[src/hw/rtl/s256tdw_pkg.sv]
// Shared types, round constants and round helper functions for the SHA-256 tail weight block.
package s256tdw_pkg;

    localparam int unsigned WORD_W   = 32;
    localparam int unsigned NWORDS   = 8;
    localparam int unsigned K_IDX_W  = 6;
    localparam int unsigned CFG_W    = 64;
    localparam int unsigned CFG_IDX_W = 8;
    localparam int unsigned NCFG     = 8;
    localparam int unsigned WEIGHT_W = 9;

    // first round of the tail; the constant index wraps modulo 64
    localparam logic [K_IDX_W-1:0] FIRST_ROUND = 6'd57;

    // word 0 is a, word 7 is h
    typedef logic [NWORDS-1:0][WORD_W-1:0] t_state;

    typedef struct packed {
        logic              step;    // beat accepted, advance one round
        logic              reload;  // start of run, take the configured state
        logic [WORD_W-1:0] k;       // round constant for this beat
    } t_lane_ctl;

    localparam logic [WORD_W-1:0] K_TABLE [64] = '{
        32'h428a2f98, 32'h71374491, 32'hb5c0fbcf, 32'he9b5dba5,
        32'h3956c25b, 32'h59f111f1, 32'h923f82a4, 32'hab1c5ed5,
        32'hd807aa98, 32'h12835b01, 32'h243185be, 32'h550c7dc3,
        32'h72be5d74, 32'h80deb1fe, 32'h9bdc06a7, 32'hc19bf174,
        32'he49b69c1, 32'hefbe4786, 32'h0fc19dc6, 32'h240ca1cc,
        32'h2de92c6f, 32'h4a7484aa, 32'h5cb0a9dc, 32'h76f988da,
        32'h983e5152, 32'ha831c66d, 32'hb00327c8, 32'hbf597fc7,
        32'hc6e00bf3, 32'hd5a79147, 32'h06ca6351, 32'h14292967,
        32'h27b70a85, 32'h2e1b2138, 32'h4d2c6dfc, 32'h53380d13,
        32'h650a7354, 32'h766a0abb, 32'h81c2c92e, 32'h92722c85,
        32'ha2bfe8a1, 32'ha81a664b, 32'hc24b8b70, 32'hc76c51a3,
        32'hd192e819, 32'hd6990624, 32'hf40e3585, 32'h106aa070,
        32'h19a4c116, 32'h1e376c08, 32'h2748774c, 32'h34b0bcb5,
        32'h391c0cb3, 32'h4ed8aa4a, 32'h5b9cca4f, 32'h682e6ff3,
        32'h748f82ee, 32'h78a5636f, 32'h84c87814, 32'h8cc70208,
        32'h90befffa, 32'ha4506ceb, 32'hbef9a3f7, 32'hc67178f2
    };

    function automatic logic [WORD_W-1:0] big_sigma0(input logic [WORD_W-1:0] x);
        return {x[1:0], x[31:2]} ^ {x[12:0], x[31:13]} ^ {x[21:0], x[31:22]};
    endfunction

    function automatic logic [WORD_W-1:0] big_sigma1(input logic [WORD_W-1:0] x);
        return {x[5:0], x[31:6]} ^ {x[10:0], x[31:11]} ^ {x[24:0], x[31:25]};
    endfunction

endpackage

[src/hw/rtl/sha256_tail_difference_weight.sv]
// Top level: two lockstep SHA-256 tail lanes, configuration registers and weight merge.
// Throughput: one schedule beat per cycle while the merge has room for a run's last
// beat; a run is ROUNDS beats, one round per beat. After the last beat is taken, the
// result passes the XOR, byte-count, group-sum and output registers of the merge pipeline.
// Four merge stages buffer results, so input keeps flowing while a result waits.
// Reset (synchronous, active low) clears the configuration registers, round counter and merge valids.
module sha256_tail_difference_weight #(
    parameter int unsigned ROUNDS = 7
) (
    input  logic        i_clk,
    input  logic        i_rst_n,
    input  logic        s_axis_tvalid,
    output logic        s_axis_tready,
    input  logic [63:0] s_axis_tdata,   // [31:0] word_first, [63:32] word_second
    output logic        m_axis_tvalid,
    input  logic        m_axis_tready,
    output logic [15:0] m_axis_tdata,   // [8:0] diff_weight, [15:9] zero
    output logic [0:0]  m_axis_tuser,   // [0] match_flag
    input  logic        i_cfg_valid,
    output logic        o_cfg_ready,
    input  logic [s256tdw_pkg::CFG_IDX_W-1:0] i_cfg_index,
    input  logic [s256tdw_pkg::CFG_W-1:0]     i_cfg_data
);

    localparam int unsigned CNT_W = (ROUNDS > 1) ? $clog2(ROUNDS) : 1;
    localparam logic [CNT_W-1:0] LAST_CNT = CNT_W'(ROUNDS - 1);

    logic [s256tdw_pkg::CFG_W-1:0] r_cfg [s256tdw_pkg::NCFG];
    logic [CNT_W-1:0]              r_cnt;
    logic [CNT_W-1:0]              n_cnt;
    logic                          last_beat;
    logic                          accept;
    logic                          merge_ready;
    logic [s256tdw_pkg::K_IDX_W-1:0] k_idx;
    s256tdw_pkg::t_lane_ctl        lane_ctl;
    s256tdw_pkg::t_state           init_one;
    s256tdw_pkg::t_state           init_two;
    s256tdw_pkg::t_state           next_one;
    s256tdw_pkg::t_state           next_two;
    logic [s256tdw_pkg::WEIGHT_W-1:0] weight;
    logic                          match;

    assign o_cfg_ready = 1'b1;

    always_ff @(posedge i_clk) begin
        if (!i_rst_n) begin
            for (int i = 0; i < s256tdw_pkg::NCFG; i++) begin
                r_cfg[i] <= '0;
            end
        end else if (i_cfg_valid
                     && (i_cfg_index < s256tdw_pkg::CFG_IDX_W'(s256tdw_pkg::NCFG))) begin
            r_cfg[i_cfg_index[2:0]] <= i_cfg_data;
        end
    end

    always_comb begin
        for (int i = 0; i < 4; i++) begin
            init_one[2*i]   = r_cfg[i][63:32];
            init_one[2*i+1] = r_cfg[i][31:0];
            init_two[2*i]   = r_cfg[4+i][63:32];
            init_two[2*i+1] = r_cfg[4+i][31:0];
        end
    end

    // the last beat of a run needs room in the merge pipeline
    assign last_beat     = (r_cnt == LAST_CNT);
    assign s_axis_tready = !last_beat || merge_ready;
    assign accept        = s_axis_tvalid && s_axis_tready;
    assign n_cnt         = last_beat ? '0 : r_cnt + CNT_W'(1);

    always_ff @(posedge i_clk) begin
        if (!i_rst_n) begin
            r_cnt <= '0;
        end else if (accept) begin
            r_cnt <= n_cnt;
        end
    end

    assign k_idx = s256tdw_pkg::FIRST_ROUND + s256tdw_pkg::K_IDX_W'(r_cnt);

    always_comb begin
        lane_ctl.step   = accept;
        lane_ctl.reload = (r_cnt == '0);
        lane_ctl.k      = s256tdw_pkg::K_TABLE[k_idx];
    end

    s256tdw_lane u_lane_one (
        .i_clk  (i_clk),
        .i_ctl  (lane_ctl),
        .i_init (init_one),
        .i_word (s_axis_tdata[31:0]),
        .o_next (next_one)
    );

    s256tdw_lane u_lane_two (
        .i_clk  (i_clk),
        .i_ctl  (lane_ctl),
        .i_init (init_two),
        .i_word (s_axis_tdata[63:32]),
        .o_next (next_two)
    );

    s256tdw_merge u_merge (
        .i_clk       (i_clk),
        .i_rst_n     (i_rst_n),
        .i_push      (accept && last_beat),
        .o_ready     (merge_ready),
        .i_state_one (next_one),
        .i_state_two (next_two),
        .o_valid     (m_axis_tvalid),
        .i_ready     (m_axis_tready),
        .o_weight    (weight),
        .o_match     (match)
    );

    assign m_axis_tdata = {7'd0, weight};
    assign m_axis_tuser = match;

endmodule

[src/hw/rtl/s256tdw_lane.sv]
// One lane: working state a..h of one message and its compression round.
module s256tdw_lane (
    input  logic                          i_clk,
    input  s256tdw_pkg::t_lane_ctl        i_ctl,
    input  s256tdw_pkg::t_state           i_init,
    input  logic [s256tdw_pkg::WORD_W-1:0] i_word,
    output s256tdw_pkg::t_state           o_next
);

    s256tdw_pkg::t_state r_words;
    s256tdw_pkg::t_state cur;
    logic [s256tdw_pkg::WORD_W-1:0] t1;
    logic [s256tdw_pkg::WORD_W-1:0] t2;
    logic [s256tdw_pkg::WORD_W-1:0] choose;
    logic [s256tdw_pkg::WORD_W-1:0] major;

    always_comb begin
        cur    = i_ctl.reload ? i_init : r_words;
        choose = (cur[4] & cur[5]) ^ (~cur[4] & cur[6]);
        major  = (cur[0] & cur[1]) ^ (cur[0] & cur[2]) ^ (cur[1] & cur[2]);
        t1     = cur[7] + s256tdw_pkg::big_sigma1(cur[4]) + choose + i_ctl.k + i_word;
        t2     = s256tdw_pkg::big_sigma0(cur[0]) + major;
        o_next[7] = cur[6];
        o_next[6] = cur[5];
        o_next[5] = cur[4];
        o_next[4] = cur[3] + t1;
        o_next[3] = cur[2];
        o_next[2] = cur[1];
        o_next[1] = cur[0];
        o_next[0] = t1 + t2;
    end

    // payload only: every run starts with a reload
    always_ff @(posedge i_clk) begin
        if (i_ctl.step) begin
            r_words <= o_next;
        end
    end

endmodule

[src/hw/rtl/s256tdw_merge.sv]
// Merge pipeline: XOR of both lane states, registered popcount tree, output register.
module s256tdw_merge (
    input  logic                               i_clk,
    input  logic                               i_rst_n,
    input  logic                               i_push,
    output logic                               o_ready,
    input  s256tdw_pkg::t_state                i_state_one,
    input  s256tdw_pkg::t_state                i_state_two,
    output logic                               o_valid,
    input  logic                               i_ready,
    output logic [s256tdw_pkg::WEIGHT_W-1:0]   o_weight,
    output logic                               o_match
);

    localparam int unsigned NBYTES = 32;
    localparam int unsigned NGRP   = 4;
    localparam int unsigned GRP_SZ = NBYTES / NGRP;

    logic [3:0]                          r_vld;
    logic [255:0]                        r_xor;
    logic [NBYTES-1:0][3:0]              r_bytes;
    logic [NBYTES-1:0][3:0]              n_bytes;
    logic [NGRP-1:0][6:0]                r_grp;
    logic [NGRP-1:0][6:0]                n_grp;
    logic [s256tdw_pkg::WEIGHT_W-1:0]    r_weight;
    logic [s256tdw_pkg::WEIGHT_W-1:0]    n_weight;
    logic                                r_match;
    logic [3:0]                          rdy;

    // a stage takes data when empty or when its content moves on
    always_comb begin
        rdy[3] = !r_vld[3] || i_ready;
        rdy[2] = !r_vld[2] || rdy[3];
        rdy[1] = !r_vld[1] || rdy[2];
        rdy[0] = !r_vld[0] || rdy[1];
    end

    always_comb begin
        for (int i = 0; i < NBYTES; i++) begin
            n_bytes[i] = 4'd0;
            for (int j = 0; j < 8; j++) begin
                n_bytes[i] = n_bytes[i] + {3'd0, r_xor[8*i+j]};
            end
        end
    end

    always_comb begin
        for (int g = 0; g < NGRP; g++) begin
            n_grp[g] = 7'd0;
            for (int j = 0; j < GRP_SZ; j++) begin
                n_grp[g] = n_grp[g] + {3'd0, r_bytes[g*GRP_SZ+j]};
            end
        end
    end

    always_comb begin
        n_weight = '0;
        for (int g = 0; g < NGRP; g++) begin
            n_weight = n_weight + {2'd0, r_grp[g]};
        end
    end

    always_ff @(posedge i_clk) begin
        if (!i_rst_n) begin
            r_vld <= '0;
        end else begin
            if (rdy[0]) r_vld[0] <= i_push;
            if (rdy[1]) r_vld[1] <= r_vld[0];
            if (rdy[2]) r_vld[2] <= r_vld[1];
            if (rdy[3]) r_vld[3] <= r_vld[2];
        end
    end

    always_ff @(posedge i_clk) begin
        if (rdy[0] && i_push) begin
            r_xor <= i_state_one ^ i_state_two;
        end
        if (rdy[1] && r_vld[0]) begin
            r_bytes <= n_bytes;
        end
        if (rdy[2] && r_vld[1]) begin
            r_grp <= n_grp;
        end
        if (rdy[3] && r_vld[2]) begin
            r_weight <= n_weight;
            r_match  <= (n_weight == '0);
        end
    end

    assign o_ready  = rdy[0];
    assign o_valid  = r_vld[3];
    assign o_weight = r_weight;
    assign o_match  = r_match;

endmodule
[config.mk]
export PLATFORM = sky130hd
export DESIGN_NAME = sha256_tail_difference_weight
export DESIGN_NICKNAME = d
export VERILOG_FILES = /design/src/hw/rtl/s256tdw_pkg.sv /design/src/hw/rtl/sha256_tail_difference_weight.sv /design/src/hw/rtl/s256tdw_lane.sv /design/src/hw/rtl/s256tdw_merge.sv
export SDC_FILE = /design/constraint.sdc
export NUM_CORES = 2
export LEC_CHECK = 0
export BUFFER_PORTS_ARGS = -buffer_cell sky130_fd_sc_hd__buf_4
export CORE_AREA = 2 2 469 471
export DETAILED_ROUTE_END_ITERATION = 16
export DIE_AREA = 0 0 471 473
export PLACE_DENSITY = 0.54
export SLEW_MARGIN = 20
export SYNTH_ARGS = -nofsm -noshare
export SYNTH_HDL_FRONTEND = slang
export SYNTH_HIERARCHICAL = 1
export SYNTH_SLANG_ARGS = --single-unit
[constraint.sdc]
create_clock -name i_clk -period 30.1 [get_ports i_clk]
set_input_delay 4.515 -clock i_clk [delete_from_list [all_inputs] [get_ports i_clk]]
set_output_delay 4.515 -clock i_clk [all_outputs]
set_load 0.05 [all_outputs]
==> flow_summary.ini <==
[timing]
grt_setup_unrepaired = false
slew_at_the_pin_closest_to_its_max_slew_limit_ns = 1.166
timing.setup.tns_ns = 0
maxClockFrequency_mhz = 81.00
final-setup-viol-count = 0
maxSlewHeadroom = 0.2002
timing.final.max_slew_violations = 0
timing_hold_violations_final = 0
period_share = 0.4101
fin_skew_ns = 0.04680
layout_min_cycle_time_ns = 12.35

[critical_path]
worstSetupEndpointType = register
cp_slowest_stage_delay_ns = 0.74
crit_path_start = r_cnt[0]$_SDFFE_PN0P_
critPathKind = reg2reg
crit_path_start_kind = register
timing.critical_path.slowest_stage_cell = mux2i_1
cpMostUsedCell = a21oi_1
crit-reg2reg-launch = r_cnt[0]$_SDFFE_PN0P_
worst_r2r_endpoint = u_merge/r_xor[29]$_DFFE_PP_
crit_path_max_fanout = 91
timing.critical_path.required_ns = 30.66
reg2regPathDepth = 35
reg2reg_slack_ns = 17.75
cp.arrival_ns = 12.90
worst_setup_path_endpoint = u_merge/r_xor[29]$_DFFE_PP_

[logic_synthesis]
synth.ff_latch_count = 1453
synth-main-ff-cell = edfxtp_1
count_of_flip_flops_with_a_built_in_enable_after_synthesis = 1446
async_flop_share = 0
netlist_area_um2 = 86610
synthCells = 6712
yosys_warnings = 6
synth_area_per_cell_um2 = 12.90
synth.distinct_cells = 113
synth-seq-area-share = 0.5030

[clocking]
postCtsSetupBuffers = 0
cells_resized_by_post_cts_repair = 0
ctsHtreeMaxLevel = 4
number_of_buffers_inserted_during_clock_tree_synthesis = 171
root_cell_of_the_clock_tree = clkbuf_16
tritoncts_clock_tree = built
clkTransAtPathRegs_ns = 0.06
worstSkewPairLatency_ns = 0.85
tritoncts_num_sinks = 1453
cts.hold.buffers_added = 0
clock_tree.buffer_depth = 3

[grt]
grt_start_max_net_pins = 109
grt_pass1_vias = 52820
combined_global_route_utilization_of_all_metal_layers = 0.2711
antenna_found_initial = 24
overflow = 0
grt_first_pass_wirelength_um = 419500

[min_path]
min-delay-path-class = reg2reg

[cells_and_area]
drive_above_1_share = 0.1441
most_frequent_cells_in_the_layout = edfxtp_1 (1446), inv_1 (1095), and2_1 (527)
area_growth_syn_to_layout_pct = 12.32
final_nets = 7960
layout_commonest_cell = edfxtp_1

[detailed_routing]
routed_wire_length_um = 304600
wl_per_cell_um = 30.33
detailroute.via_count = 53730
dr.first_iter.drc_count = 5896
post-route-drc-count = 0
first_pass_iters = 6
avgViaCountPerCell = 5.350
antenna_left = 0

[place]
port-buffer-count = 152
detailedPlacementHpwl_um = 234600
globalplace.congestion = 0.9911

[die]
floorplan.rows = 172
io_pins = 161
core_region_area_um2 = 218200
die-area_um2 = 222800
die_h_um = 473
floorplan.initialDensity = 0.3969
die-width_um = 471

[outcome]
run_status = finished clean

[flow_run]
cap_viol_max_count = 0
-- cell families after synthesis --
logic type      after synthesis  synth area share
compound gates              710           0.05581
xor+xnor                    745           0.07599
fa+ha+maj                   837            0.1608
buf+inv                    1262           0.05751
flops                      1453            0.5030
mux                         588           0.07385
other cells                   2        0.00008671
simple gates               1115           0.07301
-- cells in the mapped netlist, types with 7 or more instances --
| library cell | n | area share |
|---|---|---|
| xor2_1 | 326 | 0.033 |
| o21ai_0 | 117 | 0.0068 |
| clkbuf_1 | 45 | 0.0020 |
| a21oi_1 | 202 | 0.012 |
| nor2_1 | 152 | 0.0066 |
| nor4_1 | 7 | 0.00051 |
| nor2b_1 | 68 | 0.0049 |
| o21ai_1 | 14 | 0.00081 |
| buf_6 | 9 | 0.0012 |
| nand2b_1 | 40 | 0.0029 |
| a31oi_1 | 23 | 0.0017 |
| nand2_1 | 146 | 0.0063 |
| o21bai_1 | 23 | 0.0020 |
| or3_1 | 10 | 0.00072 |
| nor3_1 | 37 | 0.0021 |
| o211ai_1 | 14 | 0.0012 |
| a211oi_1 | 23 | 0.0020 |
| mux2i_1 | 189 | 0.022 |
| a21o_1 | 69 | 0.0060 |
| o31ai_1 | 7 | 0.00061 |
| nor3b_1 | 7 | 0.00061 |
| buf_2 | 34 | 0.0020 |
| o2111ai_1 | 7 | 0.00071 |
| mux2_2 | 398 | 0.052 |
| and3_1 | 22 | 0.0016 |
| a221oi_1 | 8 | 0.00081 |
| o21a_1 | 72 | 0.0062 |
| nand4_1 | 12 | 0.00087 |
| a21boi_0 | 8 | 0.00069 |
| edfxtp_1 | 1446 | 0.50 |
| maj3_1 | 37 | 0.0043 |
| xnor2_1 | 414 | 0.042 |
| inv_1 | 1096 | 0.048 |
| clkbuf_2 | 38 | 0.0022 |
| o31a_1 | 7 | 0.00071 |
| nand3_1 | 31 | 0.0018 |
| fa_1 | 472 | 0.11 |
| a211o_1 | 13 | 0.0013 |
| buf_4 | 8 | 0.00069 |
| o22ai_1 | 16 | 0.0012 |
| or2_2 | 8 | 0.00058 |
| dfxtp_1 | 7 | 0.0016 |
| and2_1 | 527 | 0.038 |
| ha_1 | 328 | 0.047 |
| buf_1 | 24 | 0.0010 |
-- per-stage QoR --
stage	hold WS, ns	util	instance area [µm²]	setup slack, ns	instances
after detailed placement	0.5178	0.4205	91770	17.26	9716
final	0.5116	0.4458	97280	17.75	10040
after CTS	0.5349	0.4455	97230	17.92	10030
after global placement	0.5158	0.4205	91750	17.35	9716
after floorplan	0.4479	-	86630	11.27	6718
after global routing	0.5234	0.4457	97270	17.18	10040
-- registers in the layout, summed over array words and instances (netlist names) --
signal / count
u_lane_one/r_words: 256
u_merge/r_vld: 4
u_merge/o_match: 1
u_merge/r_grp: 28
r_cnt: 3
u_merge/r_xor: 256
r_cfg: 512
u_merge/o_weight: 9
u_lane_two/r_words: 256
u_merge/r_bytes: 128
-- worst min-delay path by stage --
stage	from	end	slack [ns]	cells after the start
global route	u_merge/r_vld[2]$_SDFFE_PN0P_	u_merge/r_vld[3]$_SDFFE_PN0P_	0.52	1
global placement	u_merge/r_vld[2]$_SDFFE_PN0P_	u_merge/r_vld[3]$_SDFFE_PN0P_	0.52	1
floorplan	u_merge/r_vld[2]$_SDFFE_PN0P_	u_merge/r_vld[3]$_SDFFE_PN0P_	0.45	1
CTS	u_merge/r_vld[2]$_SDFFE_PN0P_	u_merge/r_vld[3]$_SDFFE_PN0P_	0.53	1
finish	u_merge/r_vld[2]$_SDFFE_PN0P_	u_merge/r_vld[3]$_SDFFE_PN0P_	0.51	1
detailed placement	u_merge/r_vld[2]$_SDFFE_PN0P_	u_merge/r_vld[3]$_SDFFE_PN0P_	0.52	1
-- routing by layer --
metal | vias up | GRT usage | wire [µm]
li1 | 23400 | - | -
met1 | 27850 | 0.3905 | 134100
met3 | 344 | 0.04661 | 23850
met4 | 0 | 0.07237 | 8755
met5 | - | 0 | 0
met2 | 2132 | 0.4223 | 137900
-- layout make-up --
cell class,count,area [µm²]
Multi-Input combinational cell,4003,38280
Clock buffer,212,4476
Inverter,1099,4133
Antenna cell,7,17.52
Clock inverter,106,980.9
Timing Repair Buffer,291,2242
Fill cell,19920,120900
Sequential cell,1453,43560
Tap cell,2871,3592
-- worst max-delay path: cells and delay by family, from the launching register on --
kind,cells,cell delay (ns)
flops,1,0.29
compound gates,13,3.62
fa+ha+maj,6,2.69
mux,2,1.17
xor+xnor,2,0.59
buf+inv,8,2.52
simple gates,4,1.07
Power is left out: the tool's default activity adds up to more than one toggle a clock period on the data nets, which glitch-free logic cannot reach.
